**config.mk**
```make
export PLATFORM = sky130hd
export DESIGN_NAME = signed_divide_remainder
export DESIGN_NICKNAME = d
export VERILOG_FILES = /design/src/rtl/sdr_pkg.sv /design/src/rtl/sdr_ctrl.sv /design/src/rtl/sdr_dpath.sv /design/src/rtl/signed_divide_remainder.sv
export SDC_FILE = /design/constraint.sdc
export NUM_CORES = 1
export LEC_CHECK = 0
export ABC_AREA = 0
export BUFFER_PORTS_ARGS = -buffer_cell sky130_fd_sc_hd__buf_2
export CAP_MARGIN = 10
export CORE_ASPECT_RATIO = 0.6
export CORE_MARGIN = 10
export CORE_UTILIZATION = 45
export CTS_CLUSTER_SIZE = 30
export DETAILED_ROUTE_END_ITERATION = 10
export GPL_ROUTABILITY_DRIVEN = 0
export HOLD_SLACK_MARGIN = 0.12
export PLACE_DENSITY_LB_ADDON = 0.15
export SETUP_SLACK_MARGIN = 0.02
export SYNTH_ARGS = -nofsm -noshare
export SYNTH_HDL_FRONTEND = slang
export SYNTH_SLANG_ARGS = --single-unit
```
**constraint.sdc**
```tcl
create_clock -name clock -period 6.7 [get_ports clock]
set_input_delay 1.005 -clock clock [delete_from_list [all_inputs] [get_ports clock]]
set_output_delay 1.005 -clock clock [all_outputs]
set_load 0.01 [all_outputs]
```
**src/rtl/sdr_pkg.sv**
```systemverilog
// Package for the signed divider: widths, command codes, controller states
// and the command/status structs between controller and datapath.
// No dependencies.
package sdr_pkg;

   localparam int WORD_W = 32;
   localparam int CNT_W  = $clog2(WORD_W);

   // Input item command codes
   localparam logic CMD_LOAD_DIVISOR = 1'b0;
   localparam logic CMD_EVALUATE     = 1'b1;

   // Operation mode codes
   localparam logic MODE_REMAINDER = 1'b0;
   localparam logic MODE_QUOTIENT  = 1'b1;

   localparam logic [CNT_W-1:0] LAST_STEP = CNT_W'(WORD_W - 1);

   typedef enum logic [1:0] {
      SDR_IDLE,
      SDR_CALC,
      SDR_FIX
   } sdr_state_type;

   // Commands from controller to datapath
   typedef struct packed {
      logic load_div;
      logic start;
      logic step;
      logic finish;
   } sdr_cmd_type;

   // Status from datapath to controller
   typedef struct packed {
      logic last_step;
      logic out_blocked;
   } sdr_status_type;

endpackage

```
**src/rtl/sdr_ctrl.sv**
```systemverilog
// Controller state machine of the signed divider.
// Depends on sdr_pkg for the state enum and command/status structs.
module sdr_ctrl import sdr_pkg::*; (
   input  logic           clock,
   input  logic           reset,
   input  logic           req_valid,
   input  logic           req_command,
   output logic           req_ready,
   input  sdr_status_type status,
   output sdr_cmd_type    cmd
);

   sdr_state_type state_ff;
   sdr_state_type state_in;

   // Hold the current state
   always_ff @(posedge clock) begin
      if (reset) begin
         state_ff <= SDR_IDLE;
      end else begin
         state_ff <= state_in;
      end
   end

   // Next state
   always_comb begin
      state_in = state_ff;
      case (state_ff)
         SDR_IDLE: begin
            if (req_valid && req_command == CMD_EVALUATE) begin
               state_in = SDR_CALC;
            end
         end
         SDR_CALC: begin
            if (status.last_step) begin
               state_in = SDR_FIX;
            end
         end
         SDR_FIX: begin
            if (!status.out_blocked) begin
               state_in = SDR_IDLE;
            end
         end
         default: state_in = SDR_IDLE;
      endcase
   end

   // Outputs
   always_comb begin
      req_ready    = 1'b0;
      cmd.load_div = 1'b0;
      cmd.start    = 1'b0;
      cmd.step     = 1'b0;
      cmd.finish   = 1'b0;
      case (state_ff)
         SDR_IDLE: begin
            req_ready    = 1'b1;
            cmd.load_div = req_valid && req_command == CMD_LOAD_DIVISOR;
            cmd.start    = req_valid && req_command == CMD_EVALUATE;
         end
         SDR_CALC: begin
            cmd.step = 1'b1;
         end
         SDR_FIX: begin
            cmd.finish = !status.out_blocked;
         end
         default: begin
            req_ready = 1'b0;
         end
      endcase
   end

endmodule

```
**src/rtl/sdr_dpath.sv**
```systemverilog
// Datapath of the signed divider: held divisor, mode register, radix-2
// restoring divide on magnitudes, sign fix-up and output register.
// Depends on sdr_pkg.
module sdr_dpath import sdr_pkg::*; (
   input  logic                     clock,
   input  logic                     reset,
   input  logic signed [WORD_W-1:0] req_operand_value,
   input  logic                     csr_write_enable,
   input  logic                     csr_write_data,
   input  sdr_cmd_type              cmd,
   output sdr_status_type           status,
   output logic                     rsp_valid,
   input  logic                     rsp_ready,
   output logic signed [WORD_W-1:0] rsp_answer
);

   logic [WORD_W-1:0] divisor_ff;
   logic              mode_ff;
   logic [WORD_W-1:0] dmag_ff;
   logic              dzero_ff;
   logic              a_neg_ff;
   logic              q_neg_ff;
   logic [WORD_W-1:0] rem_ff;
   logic [WORD_W-1:0] quo_ff;
   logic [CNT_W-1:0]  count_ff;
   logic              rsp_valid_ff;
   logic [WORD_W-1:0] rsp_answer_ff;

   logic [WORD_W-1:0] operand_u;
   logic [WORD_W-1:0] operand_mag;
   logic [WORD_W-1:0] divisor_mag;
   logic [WORD_W:0]   shifted;
   logic [WORD_W:0]   trial;
   logic [WORD_W-1:0] rem_in;
   logic [WORD_W-1:0] quo_in;
   logic [WORD_W-1:0] result_mag;
   logic              result_neg;
   logic [WORD_W-1:0] answer_in;
   logic              rsp_valid_in;

   // Magnitudes of the incoming operand and the held divisor
   assign operand_u   = WORD_W'(req_operand_value);
   assign operand_mag = operand_u[WORD_W-1] ? (~operand_u + 1'b1) : operand_u;
   assign divisor_mag = divisor_ff[WORD_W-1] ? (~divisor_ff + 1'b1) : divisor_ff;

   // One restoring step: shift in the next dividend bit, trial subtract
   always_comb begin
      shifted = {rem_ff, quo_ff[WORD_W-1]};
      trial   = shifted - {1'b0, dmag_ff};
      if (trial[WORD_W]) begin
         rem_in = shifted[WORD_W-1:0];
         quo_in = {quo_ff[WORD_W-2:0], 1'b0};
      end else begin
         rem_in = trial[WORD_W-1:0];
         quo_in = {quo_ff[WORD_W-2:0], 1'b1};
      end
   end

   // Sign fix-up; a zero divisor gives zero in both modes
   always_comb begin
      if (mode_ff == MODE_QUOTIENT) begin
         result_mag = quo_ff;
         result_neg = q_neg_ff;
      end else begin
         result_mag = rem_ff;
         result_neg = a_neg_ff;
      end
      if (dzero_ff) begin
         answer_in = '0;
      end else if (result_neg) begin
         answer_in = ~result_mag + 1'b1;
      end else begin
         answer_in = result_mag;
      end
   end

   // Control registers: divisor, mode, output valid
   always_ff @(posedge clock) begin
      if (reset) begin
         divisor_ff   <= '0;
         mode_ff      <= MODE_QUOTIENT;
         rsp_valid_ff <= 1'b0;
      end else begin
         if (cmd.load_div) begin
            divisor_ff <= operand_u;
         end
         if (csr_write_enable) begin
            mode_ff <= csr_write_data;
         end
         rsp_valid_ff <= rsp_valid_in;
      end
   end

   // Drop the result once transferred, load on finish
   assign rsp_valid_in = cmd.finish ? 1'b1 : (rsp_valid_ff && !rsp_ready);

   // Divide registers: load on start, advance one bit per step
   always_ff @(posedge clock) begin
      if (cmd.start) begin
         dmag_ff  <= divisor_mag;
         dzero_ff <= (divisor_ff == '0);
         a_neg_ff <= operand_u[WORD_W-1];
         q_neg_ff <= operand_u[WORD_W-1] ^ divisor_ff[WORD_W-1];
         rem_ff   <= '0;
         quo_ff   <= operand_mag;
         count_ff <= '0;
      end else if (cmd.step) begin
         rem_ff   <= rem_in;
         quo_ff   <= quo_in;
         count_ff <= count_ff + 1'b1;
      end
      if (cmd.finish) begin
         rsp_answer_ff <= answer_in;
      end
   end

   assign status.last_step   = (count_ff == LAST_STEP);
   assign status.out_blocked = rsp_valid_ff && !rsp_ready;

   assign rsp_valid  = rsp_valid_ff;
   assign rsp_answer = signed'(rsp_answer_ff);

endmodule

```
**src/rtl/signed_divide_remainder.sv**
```systemverilog
// Top level of the 32-bit signed divider (quotient or remainder).
// Depends on sdr_pkg, sdr_ctrl and sdr_dpath.
//
//   port group | direction | handshake          | payload
//   req_       | in        | req_valid/req_ready | req_command, req_operand_value
//   rsp_       | out       | rsp_valid/rsp_ready | rsp_answer
//   csr_       | in        | csr_write_enable    | csr_write_data (operation mode)
//
// A divisor load gives no result. A dividend passes through a load,
// 32 restoring steps of the shared subtractor (one quotient bit each) and
// a sign fix-up into the output register.
// The next item is taken the cycle after the fix-up, while the result waits.
// Reset clears the held divisor to zero and sets quotient mode.
// A stalled result holds the fix-up stage until the output register frees.
module signed_divide_remainder import sdr_pkg::*; (
   input  logic                     clock,
   input  logic                     reset,
   input  logic                     req_valid,
   output logic                     req_ready,
   input  logic                     req_command,
   input  logic signed [WORD_W-1:0] req_operand_value,
   output logic                     rsp_valid,
   input  logic                     rsp_ready,
   output logic signed [WORD_W-1:0] rsp_answer,
   input  logic                     csr_write_enable,
   input  logic                     csr_write_data
);

   sdr_cmd_type    cmd;
   sdr_status_type status;

   sdr_ctrl u_ctrl (
      .clock       (clock),
      .reset       (reset),
      .req_valid   (req_valid),
      .req_command (req_command),
      .req_ready   (req_ready),
      .status      (status),
      .cmd         (cmd)
   );

   sdr_dpath u_dpath (
      .clock             (clock),
      .reset             (reset),
      .req_operand_value (req_operand_value),
      .csr_write_enable  (csr_write_enable),
      .csr_write_data    (csr_write_data),
      .cmd               (cmd),
      .status            (status),
      .rsp_valid         (rsp_valid),
      .rsp_ready         (rsp_ready),
      .rsp_answer        (rsp_answer)
   );

endmodule

```
After elaboration in Yosys (flattened, before gate mapping)
Cells that the tools add are included.
W data, S select, Z words.
- register bits after elaboration: 172
- input port bits: 39
- word-level logic and storage cells: 56
- add/subtract/negate cells: 5
- equal/unequal tests: 6
- muxes and demuxes: 18
- bitwise gates (word level): 5
- reduce and logical (&&, ||, !) cells: 9
- operators with widths (operator ; number):
    $mux W32 ; 6
    $add A32 B1 Y32 const B ; 3
    $not A32 Y32 ; 3
    $sub A33 B32 Y33 ; 1
    $logic_not A32 Y1 ; 1
    $mux W31 ; 1
    $mux W2 ; 4
    $mux W1 ; 6
    $pmux W2 S3 ; 1
    $add A5 B1 Y5 const B ; 1
    $eq A5 B5 Y1 const B ; 1
    $ne A2 B2 Y1 const B ; 2
    $logic_and A1 B1 Y1 ; 3
    $reduce_and A3 Y1 ; 1
    $eq A2 B1 Y1 const B ; 1
    $eq A2 B2 Y1 const B ; 1
    $logic_not A1 Y1 ; 2
    $logic_not A2 Y1 ; 1
    $ne A2 B1 Y1 const B ; 1
    $reduce_bool A2 Y1 ; 1
    $not A1 Y1 ; 1
    $xor A1 B1 Y1 ; 1

Longest topological paths before layout
Gate-level depths: netlist of the first run.
- depth in word-level cells: 5
- depth in mapped cells: 17
- mapped depth without buffers: 12

Modules after synthesis
From an unflattened synthesis of the first run, not the netlist that was laid out.
- cells, all modules: 1205
- area, all modules: 10956.8 um^2
- by module, submodules not included (module ; instances ; cells each ; area an instance (um^2)):
    sdr_dpath ; 1 ; 1191 ; 10830.4
    sdr_ctrl ; 1 ; 14 ; 126.4

Least setup slack after synthesis of the first run
No wires, ideal clock.
- kind: reg2reg
- from: register u_dpath.mode_ff
- to: register u_dpath.rsp_answer_ff[30], in the netlist u_dpath.rsp_answer[30] (data pin)
- setup time: 257 ps
- arrival: 3861 ps
- path slack: 2582 ps
- cell stages (with the launch flop): 18
- path buffers: 7
- path through: dfxtp_1 buf_2 buf_2 buf_2 buf_2 buf_2 buf_2 buf_1 mux2i_1 ha_1 o221ai_1 nor3_1 and2_1 nand3_1 or3_1 o31ai_1 xnor2_1 nor2b_1
- word-level cells in the longest chain between the ends: 4
- elaborated cells on any way between the ends: 5
- classes of those cells: add/sub (1); mux (3); bitwise (1)
- ends and longest elaborated chain (element ; RTL line ; source):
    start: declaration ; sdr_dpath.sv:18 ; logic mode_ff;
    start signal: assignment ; sdr_dpath.sv:88 ; mode_ff <= csr_write_data;
    $mux W32 ; sdr_dpath.sv:61 ; if (mode_ff == MODE_QUOTIENT) begin
    $not A32 Y32 ; sdr_dpath.sv:71 ; answer_in = ~result_mag + 1'b1;
    $add A32 B1 Y32 ; sdr_dpath.sv:71 ;
    $mux W32 * ; sdr_dpath.sv:70 ; end else if (result_neg) begin
    end signal: assignment ; sdr_dpath.sv:113 ; rsp_answer_ff <= answer_in;
    end: declaration ; sdr_dpath.sv:27 ; logic [WORD_W-1:0] rsp_answer_ff;
Every way passes the cells marked *; elsewhere a longest branch is shown, timed or not.
A chain may end at the register's enable or synchronous reset.

Worst setup path after layout of the first run
- from: register u_dpath.mode_ff
- to: register u_dpath.rsp_answer_ff[31], in the netlist u_dpath.rsp_answer[31] (data pin)
Same word-level chain as after synthesis.

==> impl_metrics.env, run 1 <==
export IMPL_status="finished clean"
export IMPL_drc_errors=0
export IMPL_ant_nets=0
export IMPL_clock_skew_ps=14.50
export IMPL_drt_iter0_drc=816
export IMPL_cellLeakagePower_nw=4.570
export IMPL_hold_buffers=0
export IMPL_start_util_pct=46.47
export IMPL_end_kind="register"
export IMPL_synth_top_area_share_pct=28.64
export IMPL_ctsResizeCount=0
export IMPL_rrSetupSlack_ps=2730
export IMPL_hold_violations=0
export IMPL_nFillCells=2107
export IMPL_die_h_um=137.6
export IMPL_critPathKind="register to register"
export IMPL_grt_pass1_wl_um=43830
export IMPL_finalNetCount=1297
export IMPL_grt_total_usage_pct=18.96
export IMPL_post_route_period_util_pct=59.19
export IMPL_grt_overflow_total=0
export IMPL_grt_pass1_vias=7373
export IMPL_setup_viol=0
export IMPL_synth_cell_types=64
export IMPL_crit_fanout=69
export IMPL_cts_buffer_depth=2
export IMPL_rr_endpoint="u_dpath.rsp_answer[31]$_SDFFCE_PP0P_"
export IMPL_design_area_mm2=0.01161
export IMPL_wl_per_cell_um=18.18
export IMPL_row_count=42
export IMPL_die_area_mm2=0.02974
export IMPL_cts_root_buffer="clkbuf_16"
export IMPL_dp_hpwl_um=21420
export IMPL_hold_path_class="register to register"
export IMPL_holdWs_ps=482.3
export IMPL_synthToLayoutAreaGrowth_pct=11.84
export IMPL_ioPinCount=73
export IMPL_max_vdd_ir_drop_v=0.0001868
export IMPL_die_x_um=216.1
export IMPL_arrival_ps=4120
export IMPL_path_clk_slew_ps=70
export IMPL_synth_area_leaders="edfxtp_1 (29%), dfxtp_1 (14%), nand2_1 (6.6%), o21ai_0 (5.5%), xor2_1 (5.1%)"
export IMPL_rsz0062_at_grt="false"
export IMPL_via_per_inst=5.469
export IMPL_hold_end="u_dpath.count_ff[4]$_SDFFE_PP0P_"
export IMPL_core_mm2=0.02233
export IMPL_required_ps=6860
export IMPL_final_max_slew_viol_count=0
export IMPL_final_seq_area_mm2=0.004436
export IMPL_r2r_start="u_dpath.mode_ff$_SDFFE_PP1P_"
export IMPL_portBuffers=72
export IMPL_cts_tree="built"
export IMPL_ff2ff_path_depth=10
export IMPL_cts_buffers=17
export IMPL_tns_ps=0
export IMPL_place_area_mm2=0.01100
export IMPL_drive_gt1_share_pct=11.76
export IMPL_synth_edff_count=99
export IMPL_whs_path_depth=2
export IMPL_grt_max_degree=70
export IMPL_post_cts_buffers=0
export IMPL_syn_nets=1248
export IMPL_synth_async_reset_ratio_pct=0
export IMPL_yosys_warnings=0
export IMPL_detail_route_wirelength_um=28010
export IMPL_insertion_delay_ps=450
export IMPL_ys_flop_type="edfxtp_1"
export IMPL_post_synth_inst_count=1171
export IMPL_seq_area_frac_synth_pct=42.72
export IMPL_syn_area_per_cell_um2=8.863
export IMPL_final_util_pct=51.97
export IMPL_vias=8427
export IMPL_cap_violations=0
export IMPL_cts_sinks=172
export IMPL_period_needed_ps=3966
export IMPL_relSlewSlack_pct=25.85
export IMPL_fmax_mhz=252.1
export IMPL_diodes=0
export IMPL_dr_pass1_iters=5
export IMPL_syn_area_mm2=0.01038
export IMPL_yosys_register_bits=172
export IMPL_crit_path_start_kind="register"
export IMPL_multi_input_area_mm2=0.005553
export IMPL_antenna_found_initial=0
export IMPL_synth_top_area_cell="edfxtp_1"
export IMPL_tightestPinTransition_ps=1112
export IMPL_htree_levels=4
export IMPL_power_per_cell_area_mw_per_mm2=246.7
export IMPL_hp_start="u_dpath.count_ff[4]$_SDFFE_PP0P_"
==> placed cells by master (no fill, tap or decap), types with 25 or more instances in the layout <==
| master | count |
|---|---|
| a21oi_1 | 94 |
| buf_2 | 72 |
| dfxtp_1 | 72 |
| edfxtp_1 | 99 |
| ha_1 | 37 |
| inv_1 | 49 |
| mux2i_1 | 35 |
| nand2_1 | 182 |
| nor2_1 | 92 |
| nor3_1 | 25 |
| o21ai_0 | 115 |
| xnor2_1 | 58 |
| xor2_1 | 60 |
==> registers in the layout (all words and copies together) (netlist names) <==
name	flops
u_dpath.rsp_answer	32
u_dpath.divisor_ff	32
u_dpath.a_neg_ff	1
u_dpath.rem_ff	32
u_dpath.dzero_ff	1
u_dpath.count_ff	5
u_dpath.q_neg_ff	1
u_dpath.dmag_ff	32
u_dpath.quo_ff	32
u_dpath.mode_ff	1
u_ctrl.state_ff	2
u_dpath.rsp_valid	1
==> Yosys cell counts, drive strengths merged (4+ instances only) <==
master and n:
nand2 183, o21ai 116, edfxtp 99, a21oi 94, nor2 94, dfxtp 73, xor2 60, xnor2 58
inv 49, clkbuf 40, ha 37, mux2i 35, nor3 26, o31ai 24, or3 18, buf 13
nor2b 12, a31oi 10, a32oi 10, nand2b 10, nand3 9, or4 9, or2 8, a21o 7
o41ai 7, nand4 6, nor3b 6, a211oi 5, mux2 5, o21a 5, a211o 4, and3 4
nor4 4, o211ai 4, o21bai 4
==> stage by stage <==
step                setup WS, ps  total power, mW  cells
floorplan                   2582            1.678   1171
global placement            2714            1.842   1509
detailed placement          2700            1.846   1509
CTS                         2760            2.871   1541
global route                2288            3.000   1541
finish                      2734            2.863   1541
==> area by class of cell <==
class                   count  share of cell area, %
repair buffers             83                  3.816
multi-input cells         896                  47.84
clock inverters            14                  1.498
clock buffers              18                  3.697
inverters                  50                  1.617
flip-flops and latches    172                  38.21
well taps                 308                  3.320
==> power by group <==
| part | internal, mW | switching [mW] |
|---|---|---|
| Sequential | 1.20 | 0.0890 |
| Clock | 0.567 | 0.463 |
| Combinational | 0.220 | 0.324 |
==> cell families (layout without fill, tap and decap cells) <==
group                      Yosys count  in the layout  share of synthesized area, %
AOI/OAI and AO/OA                  305            305                         17.36
and+or+nand+nor                    395            395                         17.52
buffers and inverters              103            165                         3.870
adders and majority gates           38             38                         4.653
xor gates and xnor gates           118            118                         9.958
muxes                               40             40                         3.918
DFF                                172            172                         42.72
==> routing by layer <==
layer | wire [um] | GRT usage, % | share of wire [%]
met4 | 232 | 4.445 | 0.83
met5 | 0 | 0 | 0
met3 | 3440 | 7.357 | 12
met2 | 9067 | 21.17 | 32
met1 | 15270 | 30.85 | 55
==> worst max-delay path, cell delays in order, from the launching register on <==
cell      delay (ps)
dfxtp_2          310
buf_4            650
mux2i_1          540
o21ai_0          270
or2_2            400
nor4_2           570
nor2b_1          240
o211ai_1         150
o31ai_1          310
xnor2_1          150
nor2_1            50
==> worst max path at each step <==
| stage | to | slack (ps) | from |
|---|---|---|---|
| floorplan | u_dpath.rsp_answer[30]$_SDFFCE_PP0P_ | 2580 | u_dpath.mode_ff$_SDFFE_PP1P_ |
| global placement | u_dpath.quo_ff[31]$_DFFE_PP_ | 2710 | req_operand_value[14] |
| detailed placement | u_dpath.quo_ff[31]$_DFFE_PP_ | 2700 | req_operand_value[14] |
| CTS | u_dpath.rsp_answer[31]$_SDFFCE_PP0P_ | 2760 | u_dpath.mode_ff$_SDFFE_PP1P_ |
| global route | u_dpath.rsp_answer[31]$_SDFFCE_PP0P_ | 2290 | u_dpath.mode_ff$_SDFFE_PP1P_ |
| finish | u_dpath.rsp_answer[31]$_SDFFCE_PP0P_ | 2730 | u_dpath.mode_ff$_SDFFE_PP1P_ |
No activity file was read; power rests on OpenSTA's default activity.
==> run 2, diff against run 1 <==
==> constraint.sdc (replaced) <==
create_clock -name clock -period 3.44 [get_ports clock]
set_input_delay 0.516 -clock clock [delete_from_list [all_inputs] [get_ports clock]]
set_output_delay 0.516 -clock clock [all_outputs]
set_load 0.01 [all_outputs]
==> impl_metrics.env, run 2 (synthesized netlist as in run 1, its figures left out) <==
export IMPL_clock_skew_ps=14.44
export IMPL_final_common_cell="nand2_1"
export IMPL_dr_pass1_iters=5
export IMPL_grt_total_usage_pct=19.09
export IMPL_drt_iter0_drc=846
export IMPL_cts_root_buffer="clkbuf_16"
export IMPL_end_kind="register"
export IMPL_cts_buffer_depth=2
export IMPL_max_vdd_ir_drop_v=0.0003616
export IMPL_dpl_cell_count=1523
export IMPL_tightestPinTransition_ps=1094
export IMPL_place_area_mm2=0.01116
export IMPL_portBuffers=72
export IMPL_vias=8483
export IMPL_status="finished clean"
export IMPL_die_x_um=216.1
export IMPL_r2r_start="u_dpath.dmag_ff[19]$_DFFE_PP_"
export IMPL_cts_sinks=172
export IMPL_drc_errors=0
export IMPL_die_h_um=137.6
export IMPL_relSlewSlack_pct=27.06
export IMPL_cts_tree="built"
export IMPL_cts_buffers=17
export IMPL_setup_viol=0
export IMPL_crit_fanout=7
export IMPL_ioPinCount=73
export IMPL_critPathKind="register to register"
export IMPL_detail_route_wirelength_um=28230
export IMPL_post_route_period_util_pct=94.85
export IMPL_row_count=42
export IMPL_cellLeakagePower_nw=4.634
export IMPL_core_mm2=0.02233
export IMPL_design_area_mm2=0.01173
export IMPL_cp_cell_sequence="inv_1, ha_1, a21oi_1, o21ai_0, a221o_1, a221o_1, a211o_1, or2_1, or3_1, mux2_2, nand2_1"
export IMPL_start_util_pct=46.47
export IMPL_critPathLaunch="u_dpath.dmag_ff[19]$_DFFE_PP_"
export IMPL_required_ps=3820
export IMPL_drive_gt1_share_pct=13.22
export IMPL_final_cells=1556
export IMPL_final_max_slew_viol_count=0
export IMPL_dp_hpwl_um=21860
export IMPL_grt_overflow_total=0
export IMPL_period_needed_ps=3263
export IMPL_crit_path_start_kind="register"
export IMPL_crit_buf_inv=1
export IMPL_rsz0062_at_grt="false"
export IMPL_synthToLayoutAreaGrowth_pct=12.98
export IMPL_nFillCells=2093
export IMPL_ant_nets=0
export IMPL_htree_levels=4
export IMPL_grt_pass1_vias=7634
export IMPL_cp_slowest_cell="edfxtp_1"
export IMPL_fmax_mhz=306.5
export IMPL_wl_per_cell_um=18.14
export IMPL_path_clk_slew_ps=70
export IMPL_via_per_inst=5.452
export IMPL_critPathMaxStageDelay_ps=390
export IMPL_cap_violations=0
export IMPL_hold_violations=0
export IMPL_grt_pass1_wl_um=44250
export IMPL_crit_path_frequent_cell="a221o_1"
export IMPL_insertion_delay_ps=440
export IMPL_hold_buffers=0
export IMPL_hp_start="csr_write_data"
export IMPL_arrival_ps=3650
export IMPL_die_area_mm2=0.02974
export IMPL_mostFrequentLayoutCells="nand2_1 (182), o21ai_0 (114), edfxtp_1 (99)"
export IMPL_hold_path_class="input pin to register"
export IMPL_power_per_cell_area_mw_per_mm2=463.7
export IMPL_antenna_found_initial=0
export IMPL_finalNetCount=1312
export IMPL_grt_max_degree=68
export IMPL_cp_top_family="compound AO/OA/AOI/OAI gates"
export IMPL_diodes=0
run 2: routing by layer:
| metal | part of all wire, % | vias up | global-route usage, % |
|---|---|---|---|
| met4 | 0.61 | 0 | 3.827 |
| met1 | 55 | 3896 | 31.12 |
| met3 | 11 | 14 | 6.897 |
| li1 | - | 4284 | - |
| met5 | 0 | - | 0 |
| met2 | 33 | 289 | 21.90 |
run 2: through the flow:
step	power (mW)	TNS (ps)	setup WS, ps	util (%)	hold slack (ps)
5_1_grt	5.690	0	41.88	52.50	296.8
6_report	5.438	0	177.3	52.50	309.8
3_5_place_dp	3.616	-51.75	-51.75	49.96	464.5
2_1_floorplan	3.277	0	33.51	-	440.3
4_1_cts	5.439	0	210.6	52.44	291.6
3_3_place_gp	3.603	-24.15	-24.15	49.96	449.6
run 2: timing repair:
action / 4_1_cts / 5_1_grt
endpoints found under the setup margin: 0 / 9
gates resized for setup: 0 / 2
endpoints found under the hold margin: 0 / 0
buffers inserted: 0 / 1
run 2: worst paths after layout:
| path | slack (ps) | endpoint | cells after the start |
|---|---|---|---|
| setup / recovery | 180 | u_dpath.rem_ff[29]$_SDFFE_PP0P_ | 11 |
| setup reg to reg | 180 | u_dpath.rem_ff[29]$_SDFFE_PP0P_ | 11 |
| hold reg to reg | 470 | u_dpath.count_ff[4]$_SDFFE_PP0P_ | 2 |
| hold / removal | 310 | u_dpath.mode_ff$_SDFFE_PP1P_ | 2 |
run 2: area by class of cell:
cell class,count,area (um2),share of cell area [%]
clock inverter,15,128.9,1.099
tap,308,385.4,3.286
timing repair buffer,98,580.6,4.951
clock buffer,17,425.4,3.628
multi-input combinational,896,5583,47.61
sequential,172,4436,37.83
inverter,50,187.7,1.601
run 2: power by group:
part	switching, mW	internal (mW)
clock network	0.892	0.952
registers	0.178	2.34
logic	0.639	0.438
total	1.71	3.73
==> run 3, diff against run 2 <==
--- a/config.mk
+++ b/config.mk
@@ -10,7 +10,7 @@
 export CAP_MARGIN = 10
 export CORE_ASPECT_RATIO = 0.6
 export CORE_MARGIN = 10
-export CORE_UTILIZATION = 45
+export CORE_UTILIZATION = 55
 export CTS_CLUSTER_SIZE = 30
 export DETAILED_ROUTE_END_ITERATION = 10
 export GPL_ROUTABILITY_DRIVEN = 0
==> impl_metrics.env, run 3 (synthesized netlist as in run 1, its figures left out) <==
export IMPL_arrival_ps=3570
export IMPL_post_cts_buffers=0
export IMPL_grt_pass1_vias=7885
export IMPL_power_per_cell_area_mw_per_mm2=466.8
export IMPL_ioPinCount=73
export IMPL_end_kind="register"
export IMPL_start_util_pct=56.70
export IMPL_vias=8650
export IMPL_insertion_delay_ps=440
export IMPL_cts_root_buffer="clkbuf_16"
export IMPL_grt_total_usage_pct=21.81
export IMPL_wl_per_cell_um=18.25
export IMPL_path_clk_slew_ps=70
export IMPL_post_route_period_util_pct=92.55
export IMPL_grt_pass1_wl_um=43050
export IMPL_status="finished clean"
export IMPL_fmax_mhz=314.1
export IMPL_mostFrequentLayoutCells="nand2_1 (182), o21ai_0 (115), edfxtp_1 (99)"
export IMPL_die_h_um=126.4
export IMPL_tns_ps=0
export IMPL_dr_pass1_iters=5
export IMPL_critPathKind="register to register"
export IMPL_hold_path_class="input pin to register"
export IMPL_die_x_um=197.3
export IMPL_rsz0062_at_grt="false"
export IMPL_rrSetupSlack_ps=260
export IMPL_holdWs_ps=290.3
export IMPL_relSlewSlack_pct=29.60
export IMPL_via_per_inst=5.798
export IMPL_setup_viol=0
export IMPL_die_area_mm2=0.02495
export IMPL_drive_gt1_share_pct=13.50
export IMPL_crit_fanout=7
export IMPL_final_cells=1492
export IMPL_period_needed_ps=3184
export IMPL_synthToLayoutAreaGrowth_pct=12.71
export IMPL_clock_skew_ps=16.13
export IMPL_drc_errors=0
export IMPL_required_ps=3830
export IMPL_crit_path_start_kind="register"
export IMPL_hold_violations=0
export IMPL_detail_route_wirelength_um=27230
export IMPL_htree_levels=4
export IMPL_core_mm2=0.01831
export IMPL_diodes=0
export IMPL_cts_buffers=17
export IMPL_row_count=38
export IMPL_ant_nets=0
export IMPL_cts_sinks=172
export IMPL_cts_tree="built"
export IMPL_dp_hpwl_um=21090
export IMPL_drt_iter0_drc=680
export IMPL_cap_violations=0
export IMPL_antenna_found_initial=1
export IMPL_grt_max_degree=68
export IMPL_grt_overflow_total=0
export IMPL_dpl_cell_count=1460
export IMPL_cellLeakagePower_nw=4.654
export IMPL_finalNetCount=1316
export IMPL_final_util_pct=63.90
export IMPL_final_common_cell="nand2_1"
export IMPL_cts_buffer_depth=2
export IMPL_tightestPinTransition_ps=1056
export IMPL_final_max_slew_viol_count=0
export IMPL_portBuffers=72
export IMPL_max_vdd_ir_drop_v=0.0003311
-- run 3: changes by cell type in the layout (fill, tap and decap cells not counted), sizes merged --
cell,delta
buf,+4
bufinv,+1
clkbuf,+1
clkinvlp,+3
inv,-5
-- run 3: final timing paths --
path                                         start                                to  depth (start not counted)
hold reg to reg   u_dpath.count_ff[4]$_SDFFE_PP0P_  u_dpath.count_ff[4]$_SDFFE_PP0P_                          2
setup / recovery   u_dpath.rem_ff[18]$_SDFFE_PP0P_   u_dpath.rem_ff[29]$_SDFFE_PP0P_                         10
setup reg to reg   u_dpath.rem_ff[18]$_SDFFE_PP0P_   u_dpath.rem_ff[29]$_SDFFE_PP0P_                         10
hold / removal                      csr_write_data      u_dpath.mode_ff$_SDFFE_PP1P_                          2
-- run 3: per-layer routing --
metal / track usage [%] / vias to the layer above / part of all wire, %
met4: 4.097 / 0 / 0.77
met1: 34.02 / 3953 / 50
met2: 25.45 / 386 / 34
met3: 10.56 / 23 / 15
li1: - / 4288 / -
met5: 0 / - / 0
-- run 3: what timing repair did --
| action | in CTS | in global routing |
|---|---|---|
| setup endpoints to repair | 0 | 1 |
| hold buffers | 0 | 0 |
| gates resized for setup | 0 | 1 |
-- run 3: final cells by class --
cell class              count  area [um2]
well taps                 240       300.3
multi-input cells         896        5584
repair buffers            102       623.1
inverters                  50       187.7
fillers                  1583        6608
flip-flops and latches    172        4436
clock inverters            14       137.6
clock buffers              18       429.2
-- run 3: worst max-delay path, stage by stage (launching register included) --
cell	delay, ps
dfxtp_1	350
ha_1	400
a21oi_1	240
o21ai_0	190
a221o_1	330
a221o_1	380
a211o_1	290
or2_1	270
or3_1	350
mux2_2	270
nand2_1	60
-- run 3: per-stage QoR --
stage / area, um2 / total power [mW] / setup WS [ps]
after detailed placement: 11120 / 3.622 / 68.18
after global placement: 11120 / 3.599 / 70.28
after floorplan: 10430 / 3.277 / 33.51
after global routing: 11700 / 5.699 / 36.55
after CTS: 11690 / 5.452 / 283.3
final: 11700 / 5.460 / 256.4
-- run 3: power breakdown --
part           switching [mW]  total [mW]  internal (mW)
clock                   0.845        1.85           1.01
combinational           0.636        1.09          0.450
sequential              0.180        2.52           2.34
